## src/rtl/core/pom_pkg.sv

```systemverilog
package pom_pkg;

  // Most results a single execute beat may produce.
  localparam int MAX_RESULTS = 16;
  localparam int TRADE_CNT_W = $clog2(MAX_RESULTS);

  typedef enum logic {
    OP_ADD     = 1'b0,
    OP_EXECUTE = 1'b1
  } op_t;

  typedef enum logic {
    SIDE_SELL = 1'b0,
    SIDE_BUY  = 1'b1
  } side_t;

  typedef enum logic [1:0] {
    KIND_ACCEPTED = 2'd0,
    KIND_REJECTED = 2'd1,
    KIND_TRADE    = 2'd2,
    KIND_NO_TRADE = 2'd3
  } kind_t;

  // One resting order.
  typedef struct packed {
    logic [31:0] price;
    logic [31:0] quantity;
    logic [15:0] trader_id;
  } order_t;

  // Commands from the controller to the datapath.
  typedef struct packed {
    logic add;
    logic trade;
    logic no_trade;
    logic last;
  } cmd_t;

  // Status from the datapath to the controller.
  typedef struct packed {
    logic res_free;
    logic match_head;
    logic match_next;
  } status_t;

endpackage

```

## src/rtl/core/pom_ctrl.sv

```systemverilog
module pom_ctrl (
  input  logic             clk,
  input  logic             rst,
  input  logic             s_tvalid,
  input  pom_pkg::op_t     op,
  input  pom_pkg::status_t status,
  output logic             s_tready,
  output pom_pkg::cmd_t    cmd
);
  import pom_pkg::*;

  typedef enum logic [1:0] {
    S_IDLE  = 2'b01,
    S_MATCH = 2'b10
  } state_t;

  state_t                 state, state_next;
  logic [TRADE_CNT_W-1:0] trade_cnt, trade_cnt_next;

  // New beats are taken only between items and when the result slot frees.
  assign s_tready = (state == S_IDLE) && status.res_free;

  // Next state and commands.
  always_comb begin
    state_next     = state;
    trade_cnt_next = trade_cnt;
    cmd            = '0;
    case (state)
      S_IDLE: begin
        if (s_tvalid && s_tready) begin
          if (op == OP_ADD) begin
            cmd.add = 1'b1;
          end else begin
            state_next     = S_MATCH;
            trade_cnt_next = '0;
          end
        end
      end
      S_MATCH: begin
        if (status.res_free) begin
          if (status.match_head) begin
            cmd.trade = 1'b1;
            cmd.last  = !status.match_next ||
                        (trade_cnt == TRADE_CNT_W'(MAX_RESULTS - 1));
            if (cmd.last) begin
              state_next = S_IDLE;
            end else begin
              trade_cnt_next = trade_cnt + 1'b1;
            end
          end else begin
            cmd.no_trade = 1'b1;
            cmd.last     = 1'b1;
            state_next   = S_IDLE;
          end
        end
      end
      default: begin
        state_next = S_IDLE;
      end
    endcase
  end

  always_ff @(posedge clk) begin
    if (rst) begin
      state     <= S_IDLE;
      trade_cnt <= '0;
    end else begin
      state     <= state_next;
      trade_cnt <= trade_cnt_next;
    end
  end

endmodule
```

## config.mk

```make
export PLATFORM = sky130hd
export DESIGN_NAME = pom_ctrl
export DESIGN_NICKNAME = d
export VERILOG_FILES = /design/src/rtl/core/pom_pkg.sv /design/src/rtl/core/pom_ctrl.sv
export SDC_FILE = /design/constraint.sdc
export NUM_CORES = 1
export LEC_CHECK = 0
export ABC_CLOCK_PERIOD_IN_PS = 3200
export BUFFER_PORTS_ARGS = -buffer_cell sky130_fd_sc_hd__clkbuf_2
export CAP_MARGIN = 20
export CELL_PAD_IN_SITES_DETAIL_PLACEMENT = 1
export CELL_PAD_IN_SITES_GLOBAL_PLACEMENT = 1
export CORE_AREA = 5 5 42 44
export DETAILED_ROUTE_END_ITERATION = 12
export DIE_AREA = 0 0 47 49
export PLACE_DENSITY = 0.66
export SYNTH_ARGS = -nofsm -noshare
export SYNTH_HDL_FRONTEND = slang
export SYNTH_SLANG_ARGS = --single-unit
```

## constraint.sdc

```tcl
create_clock -name clk -period 3.2 [get_ports clk]
set_input_delay 0.16 -clock clk [delete_from_list [all_inputs] [get_ports clk]]
set_output_delay 0.16 -clock clk [all_outputs]
set_load 0.005 [all_outputs]
```

==> flow_summary.ini <==
[status]
status = finished, final reports clean

[grt]
grt_pass1_wl_mm = 1.469
grt_max_degree = 8
grt_pass1_vias = 335
grt_use_total_pct = 8.886
overflow = 0
antenna_found_initial = 0

[route]
vias = 339
drc = 0
ant_nets = 0
drt_iter0_markers = 3
viasPerCell = 4.913
wl_per_cell_um = 11.80
drt_pass1_iterations = 4
routed_wl_um = 814

[critical_path]
crit_required_ns = 3.38
timing.rr.end = trade_cnt[0]$_SDFFE_PP0P_
worstSetupPathType = reg2reg
r2r-start = trade_cnt[0]$_SDFFE_PP0P_
path_cells = ha_1 -> nand3_1 -> or3b_4 -> or2_0 -> a21oi_2
cpPeakStageDelay_ns = 0.40
ff2ff_path_depth = 5
path_delay_family = simple AND/OR/NAND/NOR gates
rrSetupSlack_ns = 1.71
arrival_ns = 1.67
crit_fanout = 4
worst_setup_path_start_kind = flip-flop
worstSetupEndpointType = flip-flop
critPathBufInv = 0
critPathSlowestCell = or3b_4

[clock_tree]
htree_num_levels = 1
cts_tree = done
cts_root_buffer = clkbuf_4
clkTransAtPathRegs_ns = 0.04
cts-resized-gates = 0
cts_buffer_depth = 2
cts_made_buffers = 3
clkLatencyLatePin_ns = 0.24
cts_hold_buffers = 0
clkSinkCount = 6
cts_setup_buffers = 0

[finish]
fillers = 185
finalInstanceArea_um2 = 434.2
seqCellArea_um2 = 120.1
layout.nets = 63
multiInputGateArea_um2 = 209.0
area_delta_synth_final_pct = 29.00
fin_cells = 69
antennaDiodeCount = 0
drive_gt1_share_pct = 35.85

[placement]
place_hpwl_um = 715.7
io_buffers = 11
place_inst = 66
gp_congestion = 0.8075
place_area_um2 = 411.6

[die]
initial_utilization_pct = 24.02
coreArea_um2 = 1401
dieArea_um2 = 2303
die_x_um = 47
die_y_um = 49
num_io_pins = 12
rows = 14

[timing]
post-route-period-util_pct = 46.53
slew_headroom_pct = 83.71
fin_skew_ns = 0.0005390
fin_crit_ns = 1.489
fin_tns_setup_ns = 0
setup_viol = 0
rsz0062_at_grt = no
fmax_ghz = 0.6716
slew_violations = 0
hold_viol_final = 0
tightest_slew_ns = 0.2418

[yosys]
ys_ff_latch = 6
yosys_warnings = 0
syn_nets = 47
synth_top_area_cell = dfxtp_1
synth_area_leaders = dfxtp_1 36%, nand3_1 5.9%, nand3b_4 5.9%, a311oi_1 5.2%, nand2_1 4.5%
synth_top_area_share_pct = 35.69
synth_area_um2 = 336.6
seq_area_frac_synth_pct = 35.69
synthCells = 39
synth.distinct_cells = 22
avgSynthCellArea_um2 = 8.630

[power]
power_density_nw_per_um2 = 363.1
cellLeakagePower_nw = 0.1990
ir_worst_vdd_mv = 0.1385

[job]
maxCapViolations = 0

[hold_path]
hold_end = trade_cnt[0]$_SDFFE_PP0P_
holdCritStartpoint = rst
hold_depth = 2
hold_path.class = in2reg
-- worst max path at each step --
stage,from,to,slack (ns),cells past startpoint
3_5_place_dp,trade_cnt[0]$_SDFFE_PP0P_,trade_cnt[0]$_SDFFE_PP0P_,1.74,5
3_3_place_gp,trade_cnt[0]$_SDFFE_PP0P_,trade_cnt[0]$_SDFFE_PP0P_,1.75,5
5_1_grt,trade_cnt[0]$_SDFFE_PP0P_,trade_cnt[0]$_SDFFE_PP0P_,1.61,5
6_report,trade_cnt[0]$_SDFFE_PP0P_,trade_cnt[0]$_SDFFE_PP0P_,1.71,5
4_1_cts,trade_cnt[0]$_SDFFE_PP0P_,trade_cnt[0]$_SDFFE_PP0P_,1.70,5
2_1_floorplan,trade_cnt[0]$_SDFFE_PP0P_,trade_cnt[0]$_SDFFE_PP0P_,1.82,5
-- where the power goes --
part	total (mW)	switching, mW	internal, mW
clock	0.0675	0.0252	0.0423
combinational	0.0136	0.00741	0.00623
sequential	0.0765	0.000709	0.0758
total	0.158	0.0334	0.124
-- flip-flops by register name (all words and copies together), names as in the netlist --
signal,cells
trade_cnt,4
state,2
-- synth_stat cells --
| master | instances |
|---|---|
| nand3b_4 | 1 |
| ha_1 | 1 |
| o32ai_1 | 1 |
| dfxtp_1 | 6 |
| nor2_1 | 4 |
| a21oi_1 | 2 |
| a311oi_1 | 2 |
| and3b_2 | 1 |
| o21ai_0 | 1 |
| or3b_4 | 1 |
| nand2b_1 | 1 |
| nand3b_1 | 1 |
| a31oi_1 | 1 |
| inv_1 | 2 |
| and2b_1 | 1 |
| or2_0 | 1 |
| a21oi_2 | 1 |
| nor2b_1 | 1 |
| nand3_1 | 4 |
| and3_2 | 1 |
| nand2_1 | 4 |
| a21o_1 | 1 |
-- routing by layer --
metal / up-vias / wire, um / track usage, %
met2: 10 / 387 / 13.57
met4: 0 / 13 / 4.147
met3: 2 / 55 / 3.321
met5: - / 0 / 0
met1: 153 / 358 / 10.60
li1: 174 / - / -
-- final cells by class --
class                           count  area share (%)
Sequential cell                     6           27.67
Tap cell                           16           4.611
Clock buffer                        3           5.187
Timing Repair Buffer               11           12.68
Inverter                            2           1.729
Multi-Input combinational cell     31           48.13
-- cells by family after synthesis --
family          after synthesis  synth area share [%]
fa+ha+maj                     1                 3.717
flops                         6                 35.69
compound gates                9                 18.96
buf+inv                       2                 2.231
simple gates                 21                 39.41
-- placed cells by master, fill, tap and decap left out, drive strengths merged --
cell type | netlist | layout
nor2 | 4 | 4
nor2b | 1 | 1
and3 | 1 | 1
or3b | 1 | 1
a21oi | 3 | 3
inv | 2 | 2
a31oi | 1 | 1
o32ai | 1 | 1
and3b | 1 | 1
nand3b | 2 | 2
dfxtp | 6 | 6
and2b | 1 | 1
ha | 1 | 1
a21o | 1 | 1
a311oi | 2 | 2
nand3 | 4 | 4
o21ai | 1 | 1
nand2b | 1 | 1
nand2 | 4 | 4
or2 | 1 | 1
clkbuf | 0 | 14
-- per-stage QoR --
stage	utilization, %	setup WS, ns	total power [mW]	hold slack [ns]
finish	30.98	1.711	0.1576	0.1661
global route	30.98	1.613	0.1673	0.1757
CTS	30.98	1.702	0.1620	0.1617
detailed placement	29.38	1.736	0.09173	0.4175
global placement	29.38	1.749	0.09140	0.4122
floorplan	-	1.817	0.08295	0.2224
-- worst reg2reg max path, stage by stage, from the launching register on --
cell and delay, ns:
dfxtp_1 0.32, ha_1 0.23, nand3_1 0.09, or3b_4 0.40
or2_0 0.24, a21oi_2 0.13
Note: power is estimated with default switching activity, not from simulation.
